==> src/design/crt_pkg.sv <==
package crt_pkg;

  typedef enum logic [1:0] {
    ST_STORED   = 2'd0,
    ST_COMPLETE = 2'd1,
    ST_REJECTED = 2'd2,
    ST_TICK     = 2'd3
  } status_e;

  typedef enum logic [1:0] {
    S_IDLE,
    S_CHUNK,
    S_SWEEP
  } ctrl_state_e;

  localparam logic        OP_CHUNK      = 1'b0;
  localparam logic        OP_TICK       = 1'b1;
  localparam logic        REG_TIMEOUT   = 1'b0;
  localparam logic [31:0] TIMEOUT_RESET = 32'd15000;
  localparam logic [4:0]  DROP_MAX      = 5'd31;

  typedef struct packed {
    logic [3:0]  slot;
    logic [63:0] hash;
    logic [7:0]  seq;
    logic [7:0]  total;
  } chunk_req_t;

  typedef struct packed {
    logic [63:0] hash;
    logic [7:0]  expected;
    logic [7:0]  held;
  } slot_hdr_t;

  typedef struct packed {
    status_e    status;
    logic       restarted;
    logic [7:0] held;
    logic       reject;
    logic       complete;
  } chunk_res_t;

endpackage

==> src/design/crt_slot_ram.sv <==
module crt_slot_ram #(
  parameter int DEPTH = 16,
  parameter int WIDTH = 240,
  parameter int AW    = 4
) (
  input  logic             clk_i,
  input  logic             we_i,
  input  logic [AW-1:0]    waddr_i,
  input  logic [WIDTH-1:0] wdata_i,
  input  logic [AW-1:0]    raddr_i,
  output logic [WIDTH-1:0] rdata_o
);

  logic [WIDTH-1:0] mem [DEPTH];
  logic [WIDTH-1:0] rdata_q;

  always_ff @(posedge clk_i) begin
    if (we_i) begin
      mem[waddr_i] <= wdata_i;
    end
  end

  always_ff @(posedge clk_i) begin
    rdata_q <= mem[raddr_i];
  end

  assign rdata_o = rdata_q;

endmodule

==> src/design/crt_chunk_update.sv <==
module crt_chunk_update import crt_pkg::*; #(
  parameter int NUM_SENDERS = 16,
  parameter int MAX_CHUNKS  = 128
) (
  input  chunk_req_t            req_i,
  input  logic                  active_i,
  input  slot_hdr_t             hdr_i,
  input  logic [MAX_CHUNKS-1:0] bitmap_i,
  output slot_hdr_t             hdr_o,
  output logic [MAX_CHUNKS-1:0] bitmap_o,
  output chunk_res_t            res_o
);

  localparam int          BW   = (MAX_CHUNKS > 1) ? $clog2(MAX_CHUNKS) : 1;
  localparam logic [8:0]  NS   = 9'(NUM_SENDERS);
  localparam logic [7:0]  MAXC = 8'(MAX_CHUNKS);

  logic                  reject;
  logic                  restart;
  logic                  hit;
  logic                  complete;
  logic [BW-1:0]         idx;
  logic [MAX_CHUNKS-1:0] base_bitmap;
  logic [7:0]            base_held;
  logic [7:0]            held_new;

  always_comb begin
    reject = (req_i.hash == 64'd0) || (req_i.total == 8'd0) || (req_i.total > MAXC) ||
             (req_i.seq >= req_i.total) || ({5'd0, req_i.slot} >= NS);
    restart = !active_i || (hdr_i.hash != req_i.hash) || (hdr_i.expected != req_i.total);
    base_bitmap = restart ? '0 : bitmap_i;
    base_held   = restart ? 8'd0 : hdr_i.held;
    idx         = req_i.seq[BW-1:0];
    hit         = base_bitmap[idx];
    held_new    = hit ? base_held : base_held + 8'd1;
    complete    = held_new >= req_i.total;

    bitmap_o      = base_bitmap | (MAX_CHUNKS'(1) << idx);
    hdr_o.hash     = req_i.hash;
    hdr_o.expected = req_i.total;
    hdr_o.held     = held_new;

    res_o.reject    = reject;
    res_o.complete  = !reject && complete;
    res_o.restarted = !reject && restart;
    res_o.held      = reject ? 8'd0 : held_new;
    priority if (reject) begin
      res_o.status = ST_REJECTED;
    end else if (complete) begin
      res_o.status = ST_COMPLETE;
    end else begin
      res_o.status = ST_STORED;
    end
  end

endmodule

==> src/design/chunk_reassembly_tracker_unit.sv <==
// Chunk reassembly tracker: one reassembly slot per sender, held in a slot memory.
// Command channel: a transaction is taken when start is high and busy is low.
// operation_i selects a chunk arrival or a time tick with a stale-slot sweep.
// Result channel: done_o is high for one cycle with status_o, slot_restarted_o,
// chunks_held_o and slots_dropped_o; the receiver cannot stall, so each result
// is taken in that cycle while the next command may already be accepted.
// Chunk arrival: one slot memory read, then a write back unless the chunk is
// rejected or completes the slot; the result appears in the cycle after that state.
// Tick: one slot age check per cycle through the memory read port; the result
// appears in the cycle after the last check.
// The stale timeout register lies at byte address 0 of the APB port; writes
// complete in the access cycle, pready is always high.
// Reset: every slot is free (valid flags cleared at once), time is zero and
// the timeout is 15000 ticks; no clearing pass is needed.
module chunk_reassembly_tracker_unit import crt_pkg::*; #(
  parameter int NUM_SENDERS = 16,
  parameter int MAX_CHUNKS  = 128
) (
  input  logic        clk_i,
  input  logic        rst_ni,
  input  logic        psel,
  input  logic        penable,
  input  logic        pwrite,
  input  logic [2:0]  paddr,
  input  logic [31:0] pwdata,
  output logic [31:0] prdata,
  output logic        pready,
  input  logic        start,
  output logic        busy,
  input  logic        operation_i,
  input  logic [3:0]  sender_slot_i,
  input  logic [63:0] snapshot_hash_i,
  input  logic [7:0]  chunk_sequence_i,
  input  logic [7:0]  chunk_total_i,
  output logic        done_o,
  output logic [1:0]  status_o,
  output logic        slot_restarted_o,
  output logic [7:0]  chunks_held_o,
  output logic [4:0]  slots_dropped_o
);

  localparam int AW  = (NUM_SENDERS > 1) ? $clog2(NUM_SENDERS) : 1;
  localparam int HW  = $bits(slot_hdr_t);
  localparam int EW  = HW + 32 + MAX_CHUNKS;
  localparam logic [AW-1:0] LAST_SLOT = AW'(NUM_SENDERS - 1);

  ctrl_state_e state_q, state_d;

  logic [31:0]            timeout_q;
  logic [31:0]            time_q;
  logic [NUM_SENDERS-1:0] active_q;
  logic [AW-1:0]          sweep_q;
  logic [4:0]             drop_cnt_q, drop_cnt_d;
  logic                   done_q;
  status_e                status_q, status_d;
  logic                   restarted_q, restarted_d;
  logic [7:0]             held_q, held_d;
  logic [4:0]             dropped_q, dropped_d;
  chunk_req_t             req_q;

  logic                   accept;
  logic                   cfg_write;
  logic                   sweep_last;
  logic                   mem_we;
  logic [AW-1:0]          mem_raddr;
  logic [AW-1:0]          req_addr;
  logic [EW-1:0]          mem_wdata;
  logic [EW-1:0]          mem_rdata;

  slot_hdr_t              rd_hdr, wr_hdr;
  logic [31:0]            rd_last;
  logic [MAX_CHUNKS-1:0]  rd_bitmap, wr_bitmap;
  chunk_res_t             upd_res;
  logic                   stale;

  assign accept    = start && !busy;
  assign cfg_write = psel && penable && pwrite && pready;
  assign pready    = 1'b1;
  assign prdata    = (paddr[2] == REG_TIMEOUT) ? timeout_q : 32'd0;
  assign req_addr  = AW'(req_q.slot);

  assign rd_hdr    = mem_rdata[EW-1 -: HW];
  assign rd_last   = mem_rdata[MAX_CHUNKS +: 32];
  assign rd_bitmap = mem_rdata[MAX_CHUNKS-1:0];
  assign mem_wdata = {wr_hdr, time_q, wr_bitmap};

  crt_slot_ram #(
    .DEPTH (NUM_SENDERS),
    .WIDTH (EW),
    .AW    (AW)
  ) u_ram (
    .clk_i   (clk_i),
    .we_i    (mem_we),
    .waddr_i (req_addr),
    .wdata_i (mem_wdata),
    .raddr_i (mem_raddr),
    .rdata_o (mem_rdata)
  );

  crt_chunk_update #(
    .NUM_SENDERS (NUM_SENDERS),
    .MAX_CHUNKS  (MAX_CHUNKS)
  ) u_update (
    .req_i    (req_q),
    .active_i (active_q[req_addr]),
    .hdr_i    (rd_hdr),
    .bitmap_i (rd_bitmap),
    .hdr_o    (wr_hdr),
    .bitmap_o (wr_bitmap),
    .res_o    (upd_res)
  );

  always_comb begin
    state_d = state_q;
    unique case (state_q)
      S_IDLE: begin
        if (accept) begin
          state_d = (operation_i == OP_TICK) ? S_SWEEP : S_CHUNK;
        end
      end
      S_CHUNK: state_d = S_IDLE;
      S_SWEEP: begin
        if (sweep_last) begin
          state_d = S_IDLE;
        end
      end
      default: state_d = S_IDLE;
    endcase
  end

  always_comb begin
    busy       = 1'b1;
    mem_we     = 1'b0;
    mem_raddr  = sweep_q + AW'(1);
    sweep_last = 1'b0;
    unique case (state_q)
      S_IDLE: begin
        busy      = 1'b0;
        mem_raddr = (operation_i == OP_TICK) ? '0 : AW'(sender_slot_i);
      end
      S_CHUNK: mem_we = !upd_res.reject && !upd_res.complete;
      S_SWEEP: sweep_last = (sweep_q == LAST_SLOT);
      default: busy = 1'b1;
    endcase
  end

  always_comb begin
    stale = active_q[sweep_q] && ((time_q - rd_last) > timeout_q);
    drop_cnt_d = drop_cnt_q;
    if (stale && (drop_cnt_q != DROP_MAX)) begin
      drop_cnt_d = drop_cnt_q + 5'd1;
    end
    status_d    = status_q;
    restarted_d = restarted_q;
    held_d      = held_q;
    dropped_d   = dropped_q;
    if (state_q == S_CHUNK) begin
      status_d    = upd_res.status;
      restarted_d = upd_res.restarted;
      held_d      = upd_res.held;
      dropped_d   = 5'd0;
    end else if (state_q == S_SWEEP) begin
      status_d    = ST_TICK;
      restarted_d = 1'b0;
      held_d      = 8'd0;
      dropped_d   = drop_cnt_d;
    end
  end

  always_ff @(posedge clk_i or negedge rst_ni) begin
    if (!rst_ni) begin
      state_q    <= S_IDLE;
      timeout_q  <= TIMEOUT_RESET;
      time_q     <= 32'd0;
      active_q   <= '0;
      sweep_q    <= '0;
      drop_cnt_q <= 5'd0;
      done_q     <= 1'b0;
    end else begin
      state_q <= state_d;
      done_q  <= (state_q == S_CHUNK) || sweep_last;
      if (cfg_write && (paddr[2] == REG_TIMEOUT)) begin
        timeout_q <= pwdata;
      end
      if (accept && (operation_i == OP_TICK)) begin
        time_q     <= time_q + 32'd1;
        sweep_q    <= '0;
        drop_cnt_q <= 5'd0;
      end
      if (state_q == S_SWEEP) begin
        sweep_q    <= sweep_q + AW'(1);
        drop_cnt_q <= drop_cnt_d;
        if (stale) begin
          active_q[sweep_q] <= 1'b0;
        end
      end
      if ((state_q == S_CHUNK) && !upd_res.reject) begin
        active_q[req_addr] <= !upd_res.complete;
      end
    end
  end

  always_ff @(posedge clk_i) begin
    if (accept) begin
      req_q <= '{slot: sender_slot_i, hash: snapshot_hash_i,
                 seq: chunk_sequence_i, total: chunk_total_i};
    end
    status_q    <= status_d;
    restarted_q <= restarted_d;
    held_q      <= held_d;
    dropped_q   <= dropped_d;
  end

  assign done_o           = done_q;
  assign status_o         = status_q;
  assign slot_restarted_o = restarted_q;
  assign chunks_held_o    = held_q;
  assign slots_dropped_o  = dropped_q;

  a_done_follows_work: assert property (@(posedge clk_i) disable iff (!rst_ni)
    done_o |-> $past(state_q != S_IDLE))
    else $error("result strobe without work in progress");

  a_tick_enters_sweep: assert property (@(posedge clk_i) disable iff (!rst_ni)
    (accept && (operation_i == OP_TICK)) |=> (state_q == S_SWEEP))
    else $error("tick transaction did not start the sweep");

  a_complete_has_chunks: assert property (@(posedge clk_i) disable iff (!rst_ni)
    (done_o && (status_o == ST_COMPLETE)) |-> (chunks_held_o != 8'd0))
    else $error("completion reported with no chunks held");

  a_reject_frees_nothing: assert property (@(posedge clk_i) disable iff (!rst_ni)
    ((state_q == S_CHUNK) && upd_res.reject) |=> $stable(active_q))
    else $error("rejected chunk changed slot occupancy");

endmodule
==> config.mk <==
export PLATFORM = sky130hd
export DESIGN_NAME = chunk_reassembly_tracker_unit
export DESIGN_NICKNAME = d
export VERILOG_FILES = /design/src/design/crt_pkg.sv /design/src/design/crt_slot_ram.sv /design/src/design/crt_chunk_update.sv /design/src/design/chunk_reassembly_tracker_unit.sv
export SDC_FILE = /design/constraint.sdc
export NUM_CORES = 2
export LEC_CHECK = 0
export ABC_AREA = 1
export BUFFER_PORTS_ARGS = -buffer_cell sky130_fd_sc_hd__clkbuf_2
export CELL_PAD_IN_SITES_DETAIL_PLACEMENT = 1
export CELL_PAD_IN_SITES_GLOBAL_PLACEMENT = 1
export CORE_ASPECT_RATIO = 1.4
export CORE_MARGIN = 2
export CORE_UTILIZATION = 52
export DETAILED_ROUTE_END_ITERATION = 7
export MAX_ROUTING_LAYER = met4
export PLACE_DENSITY_LB_ADDON = 0.1
export SLEW_MARGIN = 20
export SYNTH_ARGS = -nofsm -noshare
export SYNTH_HDL_FRONTEND = slang
export SYNTH_SLANG_ARGS = --single-unit
==> constraint.sdc <==
create_clock -name clk_i -period 25.5 [get_ports clk_i]
set_clock_uncertainty 0.15 [all_clocks]
set_input_delay 1.275 -clock clk_i [delete_from_list [all_inputs] [get_ports clk_i]]
set_output_delay 1.275 -clock clk_i [all_outputs]
set_load 0.01 [all_outputs]
### After elaboration in Yosys (flattened, before gate mapping)

Memories as Yosys holds them, arrays and structs flattened. A register that Yosys moved wholly into a read port is not among the register bits.
Cells that the tools add are included.

| word-level totals | value |
|---|---|
| flip-flop bits (word level) | 192 |
| bits in writable memories | 3840 |
| output and inout port bits | 51 |
| memories | 1 |

| operators by class | value |
|---|---|
| $add $sub $neg | 5 |
| $lt $le $gt $ge | 9 |
| eq/ne operators | 8 |
| shift operators | 1 |
| mux-type cells | 43 |
| bitwise gates (word level) | 4 |
| reduce and logical (&&, ||, !) cells | 28 |

Memory list:

| memory | words | width | read ports | clocked after Yosys merged registers in | wr ports | RTL line | source |
|---|---|---|---|---|---|---|---|
| u_ram.mem | 16 | 240 | 1 | 1 | 1 | crt_slot_ram.sv:14 | `logic [WIDTH-1:0] mem [DEPTH];` |

Operators with widths:

| cell | count |
|---|---|
| $mux W128 | 1 |
| $or A128 B128 Y128 | 1 |
| $shl A1 B7 Y128 const A | 1 |
| $logic_not A64 Y1 | 1 |
| $ne A64 B64 Y1 | 1 |
| $mux W16 | 3 |
| $mux W8 | 5 |
| $add A32 B1 Y32 const B | 1 |
| $gt A32 B32 Y1 | 1 |
| $mux W32 | 1 |
| $sub A32 B32 Y32 | 1 |
| $and A16 B16 Y16 | 1 |
| $bwmux W16 | 1 |
| $ge A8 B8 Y1 | 2 |
| $mux W4 | 4 |
| $not A16 Y16 | 1 |
| $mux W5 | 3 |
| $logic_and A1 B1 Y1 | 13 |
| $mux W1 | 13 |
| $mux W2 | 6 |
| $lt A4 B5 Y1 const B | 2 |
| $add A8 B1 Y8 const B | 1 |
| $bmux W1 S4 | 2 |
| $demux W1 S4 | 2 |
| 20 further kinds | 30 |

### Logic depth before layout (Yosys ltp)

| logic depth | value |
|---|---|
| word-level depth | 16 |
| depth in mapped cells | 36 |

### Modules after synthesis

From an unflattened synthesis, not the netlist that was laid out.

| unflattened totals | value |
|---|---|
| cells, all modules | 16944 |
| area, all modules | 180526.9 um^2 |

By module, submodules not included:

| module | instances | cells each | area an instance (um^2) | seq. area each (um^2) |
|---|---|---|---|---|
| crt_slot_ram | 1 | 14567 | 164048.6 | 120115.2 |
| chunk_reassembly_tracker_unit | 1 | 1151 | 10366.2 | 5263.8 |
| crt_chunk_update | 1 | 1226 | 6112.1 | 0.0 |

### Worst setup path after synthesis

No wires, ideal clock.

| timing | value |
|---|---|
| path kind | reg-to-reg |
| from | register req_q[0] in the netlist's numbering |
| to | memory u_ram.mem[10][0] (enable) |
| setup time | 846 ps |
| data arrival time | 13746 ps |
| data required time | 24504 ps |
| path slack | 10757 ps |
| cell stages (with the launch flop) | 29 |
| period minus slack after synthesis | 14743 ps |
| cell sequence | edfxtp_1 xnor2_1 nand2_1 nor2_1 nand2_1 nor2_1 nand3_1 nor2_4 buf_4 nand2_1 o21ai_0 inv_2 nand2_1 nand3_1 nand3_1 nand3_1 nand3_1 nand2_2 buf_2 nand2_1 nand2_1 nand2_1 ha_1 a21oi_1 o21a_1 and3_1 inv_1 clkbuf_1 nor2_1 |

| on the way | value |
|---|---|
| word-level cells in the longest chain between the ends | 13 |
| elaborated cells on any way between the ends | 22 |

RTL lines:

| what | RTL line | source |
|---|---|---|
| start: declaration | chunk_reassembly_tracker_unit.sv:59 | `chunk_req_t req_q;` |
| start signal: assignment | chunk_reassembly_tracker_unit.sv:205 | `req_q <= '{slot: sender_slot_i, hash: snapshot_hash_i,` |
| $ne A8 B8 Y1 (*) | crt_chunk_update.sv:30 | `restart = !active_i \|\| (hdr_i.hash != req_i.hash) \|\| (hdr_i.expected != req_i.total);` |
| $logic_or A1 B1 Y1 (*) | crt_chunk_update.sv:30 |  |
| $mux W128 | crt_chunk_update.sv:31 | `base_bitmap = restart ? '0 : bitmap_i;` |
| $bmux W1 S7 | crt_chunk_update.sv:34 | `hit = base_bitmap[idx];` |
| $mux W1 (not written as such) | crt_chunk_update.sv:34 |  |
| $mux W8 (*) | crt_chunk_update.sv:35 | `held_new = hit ? base_held : base_held + 8'd1;` |
| via u_ram.wdata_i[167] | crt_slot_ram.sv:9 | `input logic [WIDTH-1:0] wdata_i,` |
| $ge A8 B8 Y1 (*) | crt_chunk_update.sv:36 | `complete = held_new >= req_i.total;` |
| $logic_and A1 B1 Y1 (*) | crt_chunk_update.sv:44 | `res_o.complete = !reject && complete;` |
| $logic_not A1 Y1 (*) | chunk_reassembly_tracker_unit.sv:141 | `S_CHUNK: mem_we = !upd_res.reject && !upd_res.complete;` |
| $logic_and A1 B1 Y1 (*) | chunk_reassembly_tracker_unit.sv:141 |  |
| $mux W1 (*) | chunk_reassembly_tracker_unit.sv:136 | `unique case (state_q)` |
| $mux W1 (*) | crt_slot_ram.sv:18 | `if (we_i) begin` |
| $mux W1 (not written as such) (*) | crt_slot_ram.sv:19 | `mem[waddr_i] <= wdata_i;` |
| end: declaration | crt_slot_ram.sv:14 |  |

Mark *: on every way through the listed nets, which the timed path passes. The rest lies on a longest branch. The select of a mux whose other input is x is not followed.

### Worst setup path after layout

| timing | value |
|---|---|
| from | register req_q[34] in the netlist's numbering |
| to | memory u_ram.mem[13][88] (enable) |

| on the way | value |
|---|---|
| word-level cells in the longest chain between the ends | 14 |
| elaborated cells on any way between the ends | 21 |

RTL lines:

| what | RTL line |
|---|---|
| $ne A64 B64 Y1 (*) | crt_chunk_update.sv:30 |
| $logic_or A1 B1 Y1 (*) (2 in series) | crt_chunk_update.sv:30 |
| $mux W128 | crt_chunk_update.sv:31 |
| $bmux W1 S7 | crt_chunk_update.sv:34 |
| $mux W1 (not written as such) | crt_chunk_update.sv:34 |
| $mux W8 (*) | crt_chunk_update.sv:35 |
| via u_ram.wdata_i[161] | crt_slot_ram.sv:9 |
| $ge A8 B8 Y1 (*) | crt_chunk_update.sv:36 |
| $logic_and A1 B1 Y1 (*) | crt_chunk_update.sv:44 |
| $logic_not A1 Y1 (*) | chunk_reassembly_tracker_unit.sv:141 |
| $logic_and A1 B1 Y1 (*) | chunk_reassembly_tracker_unit.sv:141 |
| $mux W1 (*) | chunk_reassembly_tracker_unit.sv:136 |
| $mux W1 (*) | crt_slot_ram.sv:18 |
| $mux W1 (not written as such) (*) | crt_slot_ram.sv:19 |

Marked as above.

==> impl_results.rst <==
.. list-table::
   :header-rows: 1

   * - Metric
     - Value
   * - Status
     - complete, no violations
   * - Cell count after placement
     - ~17000
   * - Post-layout util
     - 58.2%
   * - Count of instances resized after the clock tree is built
     - 0
   * - Critical Path Max Stage Delay
     - around 0.95 ns
   * - Worst Tran Pin Value
     - 1.36 ns
   * - Number of flops mapped to enable cells by yosys
     - 3935
   * - DIE HEIGHT
     - 676 µm
   * - Iteration-0 DRC count of the detailed router
     - 12200
   * - Smallest hold slack
     - ~0.19 ns
   * - Post-Synth XOR/XNOR Area
     - 0.617%
   * - Final net count
     - roughly 13000
   * - Number of unique standard cell types used by synthesis
     - 60
   * - Total power divided by cell area
     - between 100 and 150 nW/µm²
   * - Std cell rows
     - 246
   * - Vias in the first global route
     - 118000
   * - Detailed-route wire length per cell
     - 29.8 µm
   * - Crit path capture type
     - register
   * - Clk sinks
     - 4272
   * - Arrival time worst endpoint
     - roughly 12 ns
   * - Setup repair after global routing missed its margin
     - no
   * - Fmax
     - 86.7 MHz
   * - Combined global-route utilization of all metal layers
     - approximately 32%
   * - Buffers added on ports
     - 173
   * - Fraction of the yosys area taken by sequential cells
     - roughly three quarters
   * - Number of warnings printed during yosys synthesis
     - 0
   * - First-pass GRT wire length
     - between 700 and 800 mm
   * - Core box area
     - around 320000 µm²
   * - Multi-input logic area
     - about 38000 µm²
   * - Relative slew margins
     - 9.33%
   * - Compound-cell area share of the yosys netlist
     - 13.1%
   * - Sequential cell area
     - 125000 µm²
   * - Critical Path Slowest Stage Cell
     - edfxtp_1
   * - Global route total overflow
     - 0
   * - Post-synth net total
     - 13300
   * - Critical Path Start Type
     - register
   * - Number of buffers inserted to repair setup after CTS
     - 0
   * - DR DRC count
     - 0
   * - Cell area after synthesis
     - 168000 µm²
   * - Share of cell area taken by muxes after synthesis
     - 0%
   * - Layout overhead on the synthesized area
     - 11.4%
   * - Start-to-end type of the worst setup path
     - reg2reg
   * - Largest net degree at the start of global routing
     - ~220
   * - Overall die width
     - a little under 500 µm
   * - Synth async-reset ratio
     - between 2 and 2.5%
   * - Synth top area cells
     - edfxtp_1 (71%), o21ai_0 (7.6%), nor2_1 (5.7%)
   * - # Max-Cap Violations
     - 0
   * - Dominant combinational cell family by area after synthesis
     - compound AO/OA/AOI/OAI gates
   * - Setup TNS
     - 0 ns
   * - Pleak
     - 65.7 nW
   * - Crit path time final
     - 11.54 ns
   * - Fraction of final layout cells with drive strength greater than 1
     - under 10%
   * - Worst-case vdd ir drop
     - ~130 µV
   * - Number of search-and-repair iterations in the first detailed-routing pass
     - 6
   * - Adder-cell share of the synthesized area
     - 0.684%
   * - Placer's final routability congestion estimate
     - 0.870
   * - Number of cells in the finished layout apart from fillers
     - roughly 18000
   * - #FFs+latches synth
     - 4272
   * - Avg Synthesized Cell Area
     - 12.8 µm²
   * - Clock transition time at the flip-flop clock pins of the worst setup and hold paths
     - ~0.060 ns
   * - Yosys top cell by area
     - edfxtp_1
   * - Period utilization
     - 45.3%
   * - Final hold violation count
     - 0
   * - Largest driver fanout on the critical path
     - 136
   * - Clock insertion delay at the later pin of the skew report
     - 0.93 ns
   * - Cell occurring most often along the worst timing path
     - nand2_1
   * - Cts-stage hold buffer count
     - 0
   * - Die area
     - about 330000 µm²
   * - Antenna violations before repair
     - 12
   * - Maximum count of clock buffers along a single path
     - 4
   * - Synthesized netlist cell count
     - 13100
   * - Power Total
     - between 20 and 25 mW
   * - HPWL after detailed placement
     - 273 mm
   * - Initial Utilization
     - 52.3%
   * - Top FF cell, synth
     - edfxtp_1
   * - Count of final max-slew check failures
     - 0
   * - Antenna Nets Post-Route
     - 0
   * - # setup viols final
     - 0
   * - Clk Tree Root Cell
     - clkbuf_16
   * - Number of vias after detailed routing
     - 113000
   * - Simple-gate share of the synthesized area
     - 8.09%
   * - WL final
     - 526 mm
   * - Clock tree from TritonCTS
     - built
   * - Worst hold path type
     - in2async
   * - Via-per-instance ratio
     - ~6.4
   * - Top-level I/O count
     - roughly 180
   * - Worst endpoint required time
     - 25.87 ns
   * - Area fraction of the dominant cell type after synthesis
     - 70.5%
   * - Num CTS Buffers
     - 401
   * - H-tree levels
     - 5
   * - Number of fillers in the final layout
     - 31200
-- cell families (layout without fill, tap and decap cells) --
logic type / Yosys count / after routing
AOI/OAI and AO/OA: 3949 / 3949
adders and majority gates: 91 / 91
buffers and inverters: 1175 / 1513
other: 1 / 10
and+or+nand+nor: 3445 / 3445
xor gates and xnor gates: 118 / 118
DFF: 4272 / 4272
-- synth_stat cells (all sizes together), types with 3 or more instances --
| cell | n |
|---|---|
| o21a | 5 |
| nand4 | 36 |
| nand3 | 230 |
| buf | 55 |
| a31oi | 4 |
| xnor2 | 75 |
| o22ai | 936 |
| nor3 | 56 |
| ha | 90 |
| o221ai | 64 |
| o311ai | 3 |
| o21ai | 2543 |
| inv | 281 |
| o211ai | 152 |
| nor2 | 2558 |
| a31o | 8 |
| a21o | 4 |
| a21boi | 6 |
| a21oi | 105 |
| clkinv | 5 |
| edfxtp | 3935 |
| nor4 | 35 |
| dfrtp | 85 |
| xor2 | 43 |
| clkbuf | 834 |
| dfstp | 7 |
| nand2 | 521 |
| a211oi | 3 |
| o21bai | 88 |
| a32o | 19 |
| dfxtp | 245 |
-- critical path, delay by kind of cell, from the launching register on --
kind / cells / cell delay, ns
compound gates: 4 / 0.58
fa+ha+maj: 1 / 0.36
simple gates: 18 / 4.10
flops: 1 / 0.95
buf+inv: 10 / 4.63
-- per-layer routing --
metal	global-route usage, %	routed length [µm]	vias up
met3	3.71	33400	1053
met5	-	0	-
met1	40.6	208000	59200
met2	54.6	264000	4451
li1	-	-	48300
met4	12.1	20500	0
-- flip-flops by register name, indices dropped and copies added, names as in the netlist, 4 cells and up --
name	count
u_ram.mem	3840
u_ram.rdata_o	240
req_q	80
time_q	32
timeout_q	32
active_q	16
chunks_held_o	8
drop_cnt_q	5
slots_dropped_o	5
req_addr	4
sweep_q	4
-- worst paths after layout --
kind                                   from                 to  slack (ns)  cells past startpoint
min in group clk_i              active_q[8]        active_q[8]        0.36                      1
max in group asynchronous            rst_ni       active_q[12]       23.82                      2
worst min-delay path                 rst_ni      timeout_q[25]        0.19                      1
worst min register to register  active_q[8]        active_q[8]        0.36                      1
worst max register to register    req_q[34]  u_ram.mem[13][88]       13.96                     33
worst max-delay path              req_q[34]  u_ram.mem[13][88]       13.96                     33
-- per-stage QoR --
stage / setup slack, ns / instance area, µm²
global placement: 14.22 / 173000
floorplan: 10.76 / 168000
CTS: 14.26 / 187000
detailed placement: 14.36 / 173000
finish: 13.96 / 187000
global route: 13.80 / 187000
-- where the power goes --
part / internal, mW / switching, mW
combinational: 2.00 / 5.38
sequential: 8.12 / 0.358
clock: 3.52 / 2.64
-- cell usage in the layout (no fill, tap or decap), types with 75 or more instances in the layout --
master	count
xnor2_1	75
o21bai_1	88
inv_1	268
o22ai_1	931
clkbuf_2	172
o21ai_0	2524
nand3_1	229
edfxtp_1	3935
nand2_1	517
dfrtp_1	85
clkbuf_16	410
nor2_1	2536
ha_1	90
a21oi_1	105
clkbuf_1	82
buf_4	280
o211ai_1	152
dfxtp_1	245
clkinv_2	82
-- final cells by class --
class / count / area share (%)
Clock buffer: 533 / 5.96
Timing Repair Buffer: 481 / 1.91
Multi-Input combinational cell: 7604 / 20.3
Antenna cell: 9 / 0.0121
Tap cell: 4216 / 2.83
Sequential cell: 4272 / 67.1
Clock inverter: 213 / 1.22
Inverter: 286 / 0.592
Power figures use the tool's default switching activity.
